===== src/hdl/can_pwm_command_decoder_defines.svh =====
// Assertion macros shared by the CAN PWM command decoder RTL.
// No dependencies; take in with `include before the assertions.
`ifndef CAN_PWM_COMMAND_DECODER_DEFINES_SVH
`define CAN_PWM_COMMAND_DECODER_DEFINES_SVH

// Same-cycle implication, sampled on clk, off during reset.
`define CPCD_ASSERT_NOW(label, ante, cons) \
  label: assert property (@(posedge clk) disable iff (!rst_n) (ante) |-> (cons)) \
    else $error("cpcd assertion failed");

// Next-cycle implication, sampled on clk, off during reset.
`define CPCD_ASSERT_NEXT(label, ante, cons) \
  label: assert property (@(posedge clk) disable iff (!rst_n) (ante) |=> (cons)) \
    else $error("cpcd assertion failed");

`endif


===== src/hdl/cpcd_pkg.sv =====
// Types, constants and helper functions for the CAN PWM command decoder.
// No dependencies; used by every module of the block.
package cpcd_pkg;

  localparam int VALVE_CHANNELS = 2;

  localparam logic [9:0]  LEVEL_MAX    = 10'd1000;
  localparam logic [10:0] MOTOR_OFFSET = 11'd1000;
  localparam logic [16:0] CMP_ONE_MAX  = 17'd66288;

  // floor(y / 125) == (y * RECIP_MUL) >> RECIP_SHIFT for every 23-bit y
  localparam int          RECIP_SHIFT = 30;
  localparam logic [23:0] RECIP_MUL   = 24'd8589935;

  // register indexes of the configuration port
  localparam logic [2:0] REG_NODE_ID       = 3'd0;
  localparam logic [2:0] REG_VALVE_VARIANT = 3'd1;
  localparam logic [2:0] REG_TIMER_PERIOD  = 3'd2;
  localparam logic [2:0] REG_MOTOR_LOW_ID  = 3'd3;
  localparam logic [2:0] REG_MOTOR_HIGH_ID = 3'd4;
  localparam logic [2:0] REG_VALVE_ONE_ID  = 3'd5;
  localparam logic [2:0] REG_VALVE_TWO_ID  = 3'd6;

  // what a beat does to the compares
  localparam logic [1:0] KIND_NONE  = 2'd0;
  localparam logic [1:0] KIND_MOTOR = 2'd1;
  localparam logic [1:0] KIND_VALVE = 2'd2;

  typedef struct packed {
    logic [3:0]  node_id;
    logic        valve_variant;
    logic [15:0] timer_period;
    logic [7:0]  motor_low_id;
    logic [7:0]  motor_high_id;
    logic [7:0]  valve_one_id;
    logic [7:0]  valve_two_id;
  } cfg_t;

  typedef struct packed {
    logic        vld;
    logic [1:0]  kind;
    logic [10:0] op_a;
    logic [9:0]  op_b;
    logic        updated;
  } op_t;

  typedef struct packed {
    logic        vld;
    logic [1:0]  kind;
    logic        updated;
    logic [16:0] q_one;
    logic [15:0] q_two;
  } res_t;

  function automatic logic [9:0] slot_value(input logic [63:0] payload, input logic [2:0] k);
    logic [9:0] v;
    unique case (k)
      3'd0:    v = payload[9:0];
      3'd1:    v = payload[19:10];
      3'd2:    v = payload[29:20];
      3'd3:    v = payload[41:32];
      3'd4:    v = payload[51:42];
      3'd5:    v = payload[61:52];
      default: v = '0;
    endcase
    return v;
  endfunction

endpackage


===== src/hdl/cpcd_decode.sv =====
// Frame decode stage: id matching, slot pick, valve level store.
// Depends on cpcd_pkg.
module cpcd_decode (
  input  logic             clk,
  input  logic             rst_n,
  input  logic             adv,
  input  cpcd_pkg::cfg_t   cfg,
  input  logic             s0_vld,
  input  logic             s0_func,
  input  logic [7:0]       s0_id,
  input  logic [63:0]      s0_payload,
  output cpcd_pkg::op_t    op
);

  logic [9:0]     valve_level_r [cpcd_pkg::VALVE_CHANNELS];
  logic [9:0]     valve_level_nxt [cpcd_pkg::VALVE_CHANNELS];
  cpcd_pkg::op_t  op_r;
  cpcd_pkg::op_t  op_nxt;
  logic           op_vld_r;
  logic           low_node;
  logic           high_node;
  logic [3:0]     k_wide;
  logic [9:0]     v;
  logic [9:0]     v_clamp;

  always_comb begin
    low_node  = (cfg.node_id >= 4'd1) && (cfg.node_id <= 4'd6);
    high_node = (cfg.node_id >= 4'd7) && (cfg.node_id <= 4'd12);
    k_wide    = low_node ? (cfg.node_id - 4'd1) : (cfg.node_id - 4'd7);
    v         = cpcd_pkg::slot_value(s0_payload, k_wide[2:0]);
    v_clamp   = (v > cpcd_pkg::LEVEL_MAX) ? cpcd_pkg::LEVEL_MAX : v;

    for (int i = 0; i < cpcd_pkg::VALVE_CHANNELS; i++) begin
      valve_level_nxt[i] = valve_level_r[i];
    end
    op_nxt         = '0;
    op_nxt.vld     = s0_vld;
    op_nxt.kind    = cpcd_pkg::KIND_NONE;

    priority if (s0_func) begin
      for (int i = 0; i < cpcd_pkg::VALVE_CHANNELS; i++) begin
        valve_level_nxt[i] = '0;
      end
      op_nxt.kind    = cfg.valve_variant ? cpcd_pkg::KIND_VALVE : cpcd_pkg::KIND_MOTOR;
      op_nxt.op_a    = cpcd_pkg::MOTOR_OFFSET;
      op_nxt.updated = 1'b1;
    end else if (s0_id == cfg.motor_low_id && low_node) begin
      if (!cfg.valve_variant) begin
        op_nxt.kind    = cpcd_pkg::KIND_MOTOR;
        op_nxt.op_a    = 11'(v) + cpcd_pkg::MOTOR_OFFSET;
        op_nxt.updated = 1'b1;
      end
    end else if (s0_id == cfg.motor_high_id && high_node) begin
      if (!cfg.valve_variant) begin
        op_nxt.kind    = cpcd_pkg::KIND_MOTOR;
        op_nxt.op_a    = 11'(v) + cpcd_pkg::MOTOR_OFFSET;
        op_nxt.updated = 1'b1;
      end
    end else if (s0_id == cfg.valve_one_id && low_node) begin
      valve_level_nxt[0] = v_clamp;
      if (cfg.valve_variant) begin
        op_nxt.kind    = cpcd_pkg::KIND_VALVE;
        op_nxt.updated = 1'b1;
      end
    end else if (s0_id == cfg.valve_two_id && low_node) begin
      valve_level_nxt[1] = v_clamp;
      if (cfg.valve_variant) begin
        op_nxt.kind    = cpcd_pkg::KIND_VALVE;
        op_nxt.updated = 1'b1;
      end
    end else begin
      op_nxt.kind = cpcd_pkg::KIND_NONE;
    end

    // drive both valves from the new levels; both on means both off
    if (op_nxt.kind == cpcd_pkg::KIND_VALVE) begin
      if (valve_level_nxt[0] != '0 && valve_level_nxt[1] != '0) begin
        op_nxt.op_a = '0;
        op_nxt.op_b = '0;
      end else begin
        op_nxt.op_a = 11'(valve_level_nxt[0]);
        op_nxt.op_b = valve_level_nxt[1];
      end
    end
  end

  always_ff @(posedge clk) begin
    if (!rst_n) begin
      op_vld_r <= 1'b0;
      for (int i = 0; i < cpcd_pkg::VALVE_CHANNELS; i++) begin
        valve_level_r[i] <= '0;
      end
    end else if (adv) begin
      op_vld_r <= op_nxt.vld;
      if (s0_vld) begin
        for (int i = 0; i < cpcd_pkg::VALVE_CHANNELS; i++) begin
          valve_level_r[i] <= valve_level_nxt[i];
        end
      end
    end
  end

  always_ff @(posedge clk) begin
    if (adv) begin
      op_r <= op_nxt;
    end
  end

  always_comb begin
    op     = op_r;
    op.vld = op_vld_r;
  end

endmodule


===== src/hdl/cpcd_scale.sv =====
// Compare scaling: level times timer period, then divide by 2000 or 1000.
// Depends on cpcd_pkg.
module cpcd_scale (
  input  logic             clk,
  input  logic             rst_n,
  input  logic             adv,
  input  logic [15:0]      timer_period,
  input  cpcd_pkg::op_t    op,
  output cpcd_pkg::res_t   res
);

  logic        p_vld_r;
  logic [1:0]  p_kind_r;
  logic        p_upd_r;
  logic [26:0] p_one_r;
  logic [25:0] p_two_r;

  logic        m_vld_r;
  logic [1:0]  m_kind_r;
  logic        m_upd_r;
  logic [46:0] m_one_r;
  logic [46:0] m_two_r;

  logic [22:0] y_one;
  logic [22:0] y_two;

  // divide by 16 or 8 first, then by 125 through the reciprocal
  always_comb begin
    y_one = (p_kind_r == cpcd_pkg::KIND_MOTOR) ? p_one_r[26:4] : p_one_r[25:3];
    y_two = p_two_r[25:3];
  end

  always_ff @(posedge clk) begin
    if (!rst_n) begin
      p_vld_r <= 1'b0;
      m_vld_r <= 1'b0;
    end else if (adv) begin
      p_vld_r <= op.vld;
      m_vld_r <= p_vld_r;
    end
  end

  always_ff @(posedge clk) begin
    if (adv) begin
      p_kind_r <= op.kind;
      p_upd_r  <= op.updated;
      p_one_r  <= 27'(op.op_a) * 27'(timer_period);
      p_two_r  <= 26'(op.op_b) * 26'(timer_period);
      m_kind_r <= p_kind_r;
      m_upd_r  <= p_upd_r;
      m_one_r  <= 47'(y_one) * 47'(cpcd_pkg::RECIP_MUL);
      m_two_r  <= 47'(y_two) * 47'(cpcd_pkg::RECIP_MUL);
    end
  end

  always_comb begin
    res.vld     = m_vld_r;
    res.kind    = m_kind_r;
    res.updated = m_upd_r;
    res.q_one   = m_one_r[cpcd_pkg::RECIP_SHIFT +: 17];
    res.q_two   = m_two_r[cpcd_pkg::RECIP_SHIFT +: 16];
  end

endmodule


===== src/hdl/can_pwm_command_decoder.sv =====
// CAN PWM command decoder top level: channels, configuration, compare state.
// Depends on cpcd_pkg, cpcd_decode, cpcd_scale and the defines header.
//
// Input beat: in_func (0 CAN frame, 1 link timeout), in_message_id and the
// eight-byte in_payload. Each input beat yields exactly one output beat with
// the current compare values and out_updated set when the beat wrote one.
// Configuration: cfg_index/cfg_data written on cfg_valid; cfg_ready is
// always high. Indexes past the register list are dropped.
// Pipeline: once its input beat is taken into the input register, a beat
// passes through the decode, multiply-by-period, reciprocal-divide and
// output register stages, in that order.
// Throughput: one beat per cycle while out_ready does not hold the pipeline.
// Back-pressure: all stages advance together when the output register is
// empty or taken; while out_ready stays low with a beat waiting, in_ready
// drops and the pipeline holds.
// Reset: synchronous, active low; clears the pipeline, the valve levels,
// both compares and loads the register defaults.
`include "can_pwm_command_decoder_defines.svh"

module can_pwm_command_decoder (
  input  logic        clk,
  input  logic        rst_n,
  input  logic        in_valid,
  output logic        in_ready,
  input  logic        in_func,
  input  logic [7:0]  in_message_id,
  input  logic [63:0] in_payload,
  output logic        out_valid,
  input  logic        out_ready,
  output logic [16:0] out_compare_one,
  output logic [15:0] out_compare_two,
  output logic        out_updated,
  input  logic        cfg_valid,
  output logic        cfg_ready,
  input  logic [2:0]  cfg_index,
  input  logic [15:0] cfg_data
);

  cpcd_pkg::cfg_t  cfg_r;
  cpcd_pkg::op_t   op;
  cpcd_pkg::res_t  res;

  logic        adv;
  logic        s0_vld_r;
  logic        s0_func_r;
  logic [7:0]  s0_id_r;
  logic [63:0] s0_payload_r;

  logic [16:0] cmp_one_r;
  logic [16:0] cmp_one_nxt;
  logic [15:0] cmp_two_r;
  logic [15:0] cmp_two_nxt;

  logic        out_valid_r;
  logic [16:0] out_cmp_one_r;
  logic [15:0] out_cmp_two_r;
  logic        out_upd_r;

  assign adv       = !out_valid_r || out_ready;
  assign in_ready  = adv;
  assign cfg_ready = 1'b1;

  always_ff @(posedge clk) begin
    if (!rst_n) begin
      cfg_r.node_id       <= 4'd1;
      cfg_r.valve_variant <= 1'b0;
      cfg_r.timer_period  <= 16'd1000;
      cfg_r.motor_low_id  <= 8'd0;
      cfg_r.motor_high_id <= 8'd1;
      cfg_r.valve_one_id  <= 8'd2;
      cfg_r.valve_two_id  <= 8'd3;
    end else if (cfg_valid) begin
      unique case (cfg_index)
        cpcd_pkg::REG_NODE_ID:       cfg_r.node_id       <= cfg_data[3:0];
        cpcd_pkg::REG_VALVE_VARIANT: cfg_r.valve_variant <= cfg_data[0];
        cpcd_pkg::REG_TIMER_PERIOD:  cfg_r.timer_period  <= cfg_data;
        cpcd_pkg::REG_MOTOR_LOW_ID:  cfg_r.motor_low_id  <= cfg_data[7:0];
        cpcd_pkg::REG_MOTOR_HIGH_ID: cfg_r.motor_high_id <= cfg_data[7:0];
        cpcd_pkg::REG_VALVE_ONE_ID:  cfg_r.valve_one_id  <= cfg_data[7:0];
        cpcd_pkg::REG_VALVE_TWO_ID:  cfg_r.valve_two_id  <= cfg_data[7:0];
        default: ;
      endcase
    end
  end

  always_ff @(posedge clk) begin
    if (!rst_n) begin
      s0_vld_r <= 1'b0;
    end else if (adv) begin
      s0_vld_r <= in_valid;
    end
  end

  always_ff @(posedge clk) begin
    if (adv) begin
      s0_func_r    <= in_func;
      s0_id_r      <= in_message_id;
      s0_payload_r <= in_payload;
    end
  end

  cpcd_decode u_decode (
    .clk        (clk),
    .rst_n      (rst_n),
    .adv        (adv),
    .cfg        (cfg_r),
    .s0_vld     (s0_vld_r),
    .s0_func    (s0_func_r),
    .s0_id      (s0_id_r),
    .s0_payload (s0_payload_r),
    .op         (op)
  );

  cpcd_scale u_scale (
    .clk          (clk),
    .rst_n        (rst_n),
    .adv          (adv),
    .timer_period (cfg_r.timer_period),
    .op           (op),
    .res          (res)
  );

  always_comb begin
    cmp_one_nxt = cmp_one_r;
    cmp_two_nxt = cmp_two_r;
    unique case (res.kind)
      cpcd_pkg::KIND_MOTOR: cmp_one_nxt = res.q_one;
      cpcd_pkg::KIND_VALVE: begin
        cmp_one_nxt = res.q_one;
        cmp_two_nxt = res.q_two;
      end
      default: ;
    endcase
  end

  always_ff @(posedge clk) begin
    if (!rst_n) begin
      cmp_one_r   <= '0;
      cmp_two_r   <= '0;
      out_valid_r <= 1'b0;
    end else if (adv) begin
      out_valid_r <= res.vld;
      if (res.vld) begin
        cmp_one_r <= cmp_one_nxt;
        cmp_two_r <= cmp_two_nxt;
      end
    end
  end

  always_ff @(posedge clk) begin
    if (adv && res.vld) begin
      out_cmp_one_r <= cmp_one_nxt;
      out_cmp_two_r <= cmp_two_nxt;
      out_upd_r     <= res.updated;
    end
  end

  assign out_valid       = out_valid_r;
  assign out_compare_one = out_cmp_one_r;
  assign out_compare_two = out_cmp_two_r;
  assign out_updated     = out_upd_r;

  `CPCD_ASSERT_NOW(a_upd_kind, adv && res.vld, (res.kind != cpcd_pkg::KIND_NONE) == res.updated)
  `CPCD_ASSERT_NEXT(a_valve_excl, adv && res.vld && res.kind == cpcd_pkg::KIND_VALVE,
                    out_compare_one == '0 || out_compare_two == '0)
  `CPCD_ASSERT_NOW(a_cmp_range, out_valid_r, out_compare_one <= cpcd_pkg::CMP_ONE_MAX)
  `CPCD_ASSERT_NEXT(a_timeout_upd, adv && res.vld && res.kind == cpcd_pkg::KIND_MOTOR,
                    out_updated && out_compare_one == cmp_one_r)

endmodule

===== config.mk =====
export PLATFORM = sky130hd
export DESIGN_NAME = can_pwm_command_decoder
export DESIGN_NICKNAME = d
export VERILOG_FILES = /design/src/hdl/cpcd_pkg.sv /design/src/hdl/cpcd_decode.sv /design/src/hdl/cpcd_scale.sv /design/src/hdl/can_pwm_command_decoder.sv
export VERILOG_INCLUDE_DIRS = /design/src /design/src/hdl
export SDC_FILE = /design/constraint.sdc
export NUM_CORES = 2
export LEC_CHECK = 0
export ABC_AREA = 1
export BUFFER_PORTS_ARGS = -buffer_cell sky130_fd_sc_hd__buf_2
export CORE_ASPECT_RATIO = 0.5
export CORE_UTILIZATION = 35
export CTS_CLUSTER_SIZE = 14
export DETAILED_ROUTE_END_ITERATION = 12
export PLACE_DENSITY_LB_ADDON = 0.12
export REMOVE_ABC_BUFFERS = 1
export SYNTH_ARGS = -nofsm -noshare
export SYNTH_HDL_FRONTEND = slang
export SYNTH_HIERARCHICAL = 1
export SYNTH_SLANG_ARGS = --single-unit

===== constraint.sdc =====
create_clock -name clk -period 11.2 [get_ports clk]
set_input_delay 2.24 -clock clk [delete_from_list [all_inputs] [get_ports clk]]
set_output_delay 2.24 -clock clk [all_outputs]
set_load 0.1 [all_outputs]

Word level (Yosys, flattened, before mapping)
Memories as Yosys holds them, arrays and structs flattened. Index checks and enable logic that the tools add are counted.

Bits in registers: 372. RAM bits: 20. Bits of input ports: 97. Memories kept: 1.

Memory list: u_decode.valve_level_r (words 2, bits a word 10, rd ports 2, clocked after Yosys merged registers in 0, write ports 2, line cpcd_decode.sv:15) `logic [9:0] valve_level_r [cpcd_pkg::VALVE_CHANNELS];`.

Add/sub/neg operators: 3. $mul: 4. Magnitude comparators: 5. Eq/ne operators: 19. Multiplexer cells: 36. Bitwise logic cells: 3. Reduce and logical (&&, ||, !) cells: 24.

Operators by type and width (count): 20-bit 2-to-1 mux (4); 10-bit 2-to-1 mux (6); 10-bit one-hot mux with 6 select lines (1); 23-bit by 24-bit multiplier with 47-bit output (second input constant) (1); 23-bit by 24-bit multiplier with 46-bit output (second input constant) (1); 8-bit equality test (4); 11-bit by 16-bit multiplier with 27-bit output (1); 10-bit by 16-bit multiplier with 26-bit output (1); 13-bit 2-to-1 mux (2); 23-bit 2-to-1 mux (1); 21-bit 2-to-1 mux (1); 10-bit nonzero test (2); 17-bit 2-to-1 mux (1); 16-bit 2-to-1 mux (1); 2-bit AND reduction (8); 3-bit equality test (second input constant) (5); 3-bit by 2-bit equality test with 1-bit output (second input constant) (4); 12-bit 2-to-1 mux (1); 10-bit by 10-bit adder with 11-bit output (second input constant) (1); 1-bit 2-to-1 mux (11); 11-bit 2-to-1 mux (1); 10-bit > comparator (second input constant) (1); 2-bit 2-to-1 mux (5); 1-bit logical AND (8); 16 further kinds (22).

Longest topological paths before layout
Word-level depth: 16. Depth in mapped cells: 33.

By module
Netlist, hierarchy kept.

By module, submodules not included: cpcd_scale (instances 1, cells an instance 3897, area each 32323.5 um^2, seq. area each 2622.5 um^2); can_pwm_command_decoder (instances 1, cells an instance 801, area each 7463.4 um^2, seq. area each 4974.8 um^2); cpcd_decode (instances 1, cells an instance 537, area each 3681.0 um^2, seq. area each 1341.3 um^2).

Worst setup path before layout
No wires, ideal clock.

Kind: in2out. Start point: in out_ready. End point: out in_ready. Arrival: 6.943 ns. Slack: 2.017 ns. Cell stages on the path: 2. Path buffers: 0. Cell sequence: inv_1 > nand2_1.

Cells in the longest elaborated chain, start to end: 1.

Ends and longest elaborated chain: start: declaration (line can_pwm_command_decoder.sv:29) `input logic out_ready,`; 1-bit logical OR (line can_pwm_command_decoder.sv:59) `assign adv = !out_valid_r || out_ready;`; end: declaration (line can_pwm_command_decoder.sv:24) `output logic in_ready,`.

No other way between the ends.

Final worst setup path
Start point: reg u_scale.p_kind_r[1]. End point: reg u_scale.m_one_r[40] (data pin).

Cells in the longest elaborated chain, start to end: 3.

Ends and longest elaborated chain: start: declaration (line cpcd_scale.sv:13) `logic [1:0] p_kind_r;`; start signal: assignment (line cpcd_scale.sv:45) `p_kind_r <= op.kind;`; 2-bit by 1-bit equality test with 1-bit output (line cpcd_scale.sv:29) `y_one = (p_kind_r == cpcd_pkg::KIND_MOTOR) ? p_one_r[26:4] : p_one_r[25:3];`; 23-bit 2-to-1 mux (line cpcd_scale.sv:29); 23-bit by 24-bit multiplier with 47-bit output (line cpcd_scale.sv:51) `m_one_r <= 47'(y_one) * 47'(cpcd_pkg::RECIP_MUL);`; end signal: assignment (line cpcd_scale.sv:51); end: declaration (line cpcd_scale.sv:21) `logic [46:0] m_one_r;`.

No other way between the ends. A chain may end at the register's enable or synchronous reset.

==> results.cfg <==
[run_status]
status = finished, final reports clean

[clock_tree]
cts_setup_buffers = 0
postCtsHoldBufs = 0
cts_inserted_buffers = 36
clkTransAtPathRegs_ps = 60
cts_root_buffer = sky130_fd_sc_hd__clkbuf_16
h-tree-depth = 2
clock-sinks = 324
clock_tree_from_tritoncts = done
resize_count_post_cts = 0
cts_max_path_buffers = 3
clk_latency_ps = 590

[setup_path]
worstSetupPathDepth = 22
endpoint_kind = flip-flop
r2r_depth = 22
cp-start-kind = flip-flop
timing.critical_path.fanout_max = 43
timing.setup.critical_path_class = reg -> reg
slowest_delay_ps = 820
crit-reg2reg-capture = u_scale/m_one_r[40]
r2r_slack_ps = 3700
cp_cell_sequence = inv_1 -> nand2_2 -> o21ai_0 -> inv_1 -> fa_1 -> fa_1 -> inv_1 -> fa_1 -> fa_1 -> ha_1 -> fa_1 -> fa_1 -> ha_1 -> a21oi_1 -> nor2_1 -> nor2_1 -> a21boi_0 -> o21ai_0 -> nand2_1 -> nand3_1 -> nand2_1 -> nand2_1
cpLargestDelayFamily = adder cells
timing.critical_path.arrival_ps = 7820
critical_path_required_ps = 11520
critical_path.slowest_cell = sky130_fd_sc_hd__o21ai_0
path_buf_inv = 3
worstReg2RegStart = u_scale/p_kind_r[1]
critical_path.most_common_cell = sky130_fd_sc_hd__fa_1

[global_route]
globalRouteOverflowTotal = 0
first_global_vias = 34000
grt_first_pass_wirelength_mm = 187
antenna_violations_before_repair = 7
grt_max_degree = 95
grtUsageTotal = 0.190

[synthesis]
syn_area_um2 = 43300
syn_inst = 5231
ys.warnings.count = 6
syn_area_per_cell_um2 = 8.29

[hold_path]
timing.hold.worst_path_depth = 0
timing.hold.worst.start = u_scale/m_upd_r
holdCritPathClass = reg -> reg
worst_hold_path.endpoint = out_updated

[die]
row_count = 90
chipWidth_um = 500
floorplan.initialDensity = 0.356
core-area_um2 = 122000
die_area_um2 = 125000
die-height_um = 251
boundaryPins = 134

[sta]
period_needed_ps = 7500
finalSetupViolations = 0
setup-tns-final_ps = 0
fin_worst_skew_ps = 41.8
slew-limit-headroom = 0.220
setup_ws_ps = 3700
hold_slack_ps = 421
tightest_slew_ps = 1170
final-hold-violation-count = 0
report.final.slew_viol_count = 0
layout_worst_path_cycle_share = 0.670
rsz0062_at_grt = no
max_freq_ghz = 0.133

[place]
detailed_place_hpwl_mm = 98.3
preCtsSetupSlack_ps = 3790
gp_routability_congestion = 0.907
port_buffers = 128

[drt]
vias_per_cell = 4.65
drt-wirelength-per-cell_um = 16.8
pre_antenna_drt_iters = 6
ant_nets = 0
post-route-drc-count = 0
via_count = 32500
final_wirelength_mm = 117
drt-initial-drc-count = 1579

[cells_and_area]
final_net_count = 6546
fill_cell_count = 12600
mostFrequentLayoutCells = sky130_fd_sc_hd__inv_1 (1,274), sky130_fd_sc_hd__nand2_1 (1,111), sky130_fd_sc_hd__ha_1 (599)
seqCellArea_um2 = 8820
share_of_final_layout_standard_cells_stronger_than_drive_strength_1 = 0.0580
syn_to_final_growth_pct = 8.18
multiInputGateArea_um2 = 29100
layout.cells.most_common = sky130_fd_sc_hd__inv_1

[job]
timing.max_cap.violations = 0
## per-stage QoR
step	std cells	util	cell area, um^2
final	6990	0.385	46900
after global routing	6989	0.385	46900
after CTS	6988	0.385	46900
after detailed placement	6923	0.375	45700
after global placement	6923	0.375	45700
after floorplan	5106	-	42700
## worst register-to-register path, cell delays in order (launching register included)
cell and delay, ps:
sky130_fd_sc_hd__edfxtp_1 400, sky130_fd_sc_hd__inv_1 120, sky130_fd_sc_hd__nand2_2 350, sky130_fd_sc_hd__o21ai_0 830, sky130_fd_sc_hd__inv_1 360, sky130_fd_sc_hd__fa_1 540, sky130_fd_sc_hd__fa_1 550, sky130_fd_sc_hd__inv_1 50
sky130_fd_sc_hd__fa_1 410, sky130_fd_sc_hd__fa_1 490, sky130_fd_sc_hd__ha_1 310, sky130_fd_sc_hd__fa_1 510, sky130_fd_sc_hd__fa_1 470, sky130_fd_sc_hd__ha_1 340, sky130_fd_sc_hd__a21oi_1 310, sky130_fd_sc_hd__nor2_1 70
sky130_fd_sc_hd__nor2_1 280, sky130_fd_sc_hd__a21boi_0 430, sky130_fd_sc_hd__o21ai_0 140, sky130_fd_sc_hd__nand2_1 100, sky130_fd_sc_hd__nand3_1 70, sky130_fd_sc_hd__nand2_1 60, sky130_fd_sc_hd__nand2_1 40
## sequential cells by signal, indices dropped and copies added, names as in the netlist
| signal | count |
|---|---|
| s0_id_r | 8 |
| u_scale/m_kind_r | 2 |
| u_scale/m_two_r | 16 |
| u_scale/m_one_r | 17 |
| u_scale/p_two_r | 23 |
| u_decode/valve_level_r | 20 |
| cmp_two_r | 16 |
| cmp_one_r | 17 |
| out_updated | 1 |
| out_valid | 1 |
| u_scale/m_vld_r | 1 |
| u_decode/op_vld_r | 1 |
| u_scale/p_vld_r | 1 |
| u_scale/m_upd_r | 1 |
| s0_vld_r | 1 |
| s0_payload_r | 60 |
| cfg_r | 53 |
| s0_func_r | 1 |
| u_scale/p_kind_r | 2 |
| u_decode/op | 24 |
| out_compare_one | 17 |
| u_scale/p_one_r | 24 |
| u_scale/p_upd_r | 1 |
| out_compare_two | 16 |
## layer usage
metal | GRT usage | share of wire | routed length (um)
met5 | 0 | 0.00066 | 77
met4 | 0.0327 | 0.016 | 1870
met3 | 0.0371 | 0.056 | 6560
met2 | 0.294 | 0.42 | 49700
met1 | 0.276 | 0.50 | 59100
## worst max path at each step
stage                                         to  slack (ps)           startpoint
floorplan           u_decode/valve_level_r[0][0]        1960            out_ready
global placement             u_scale/m_one_r[40]        3780  u_scale/p_kind_r[1]
detailed placement           u_scale/m_one_r[40]        3790  u_scale/p_kind_r[1]
CTS                          u_scale/m_one_r[40]        3720  u_scale/p_kind_r[1]
global route                 u_scale/m_one_r[40]        3200  u_scale/p_kind_r[1]
finish                       u_scale/m_one_r[40]        3700  u_scale/p_kind_r[1]
## final cells by class
cell class / instances / share of cell area
clock buffers: 48 / 0.0213
flip-flops and latches: 324 / 0.188
repair buffers: 161 / 0.0190
diodes: 2 / 0.000107
clock inverters: 17 / 0.00390
well taps: 1656 / 0.0442
multi-input cells: 3486 / 0.620
inverters: 1296 / 0.104
Power is not shown: default switching activity piles up to over one toggle a cycle in this logic, so the estimate is an artifact.
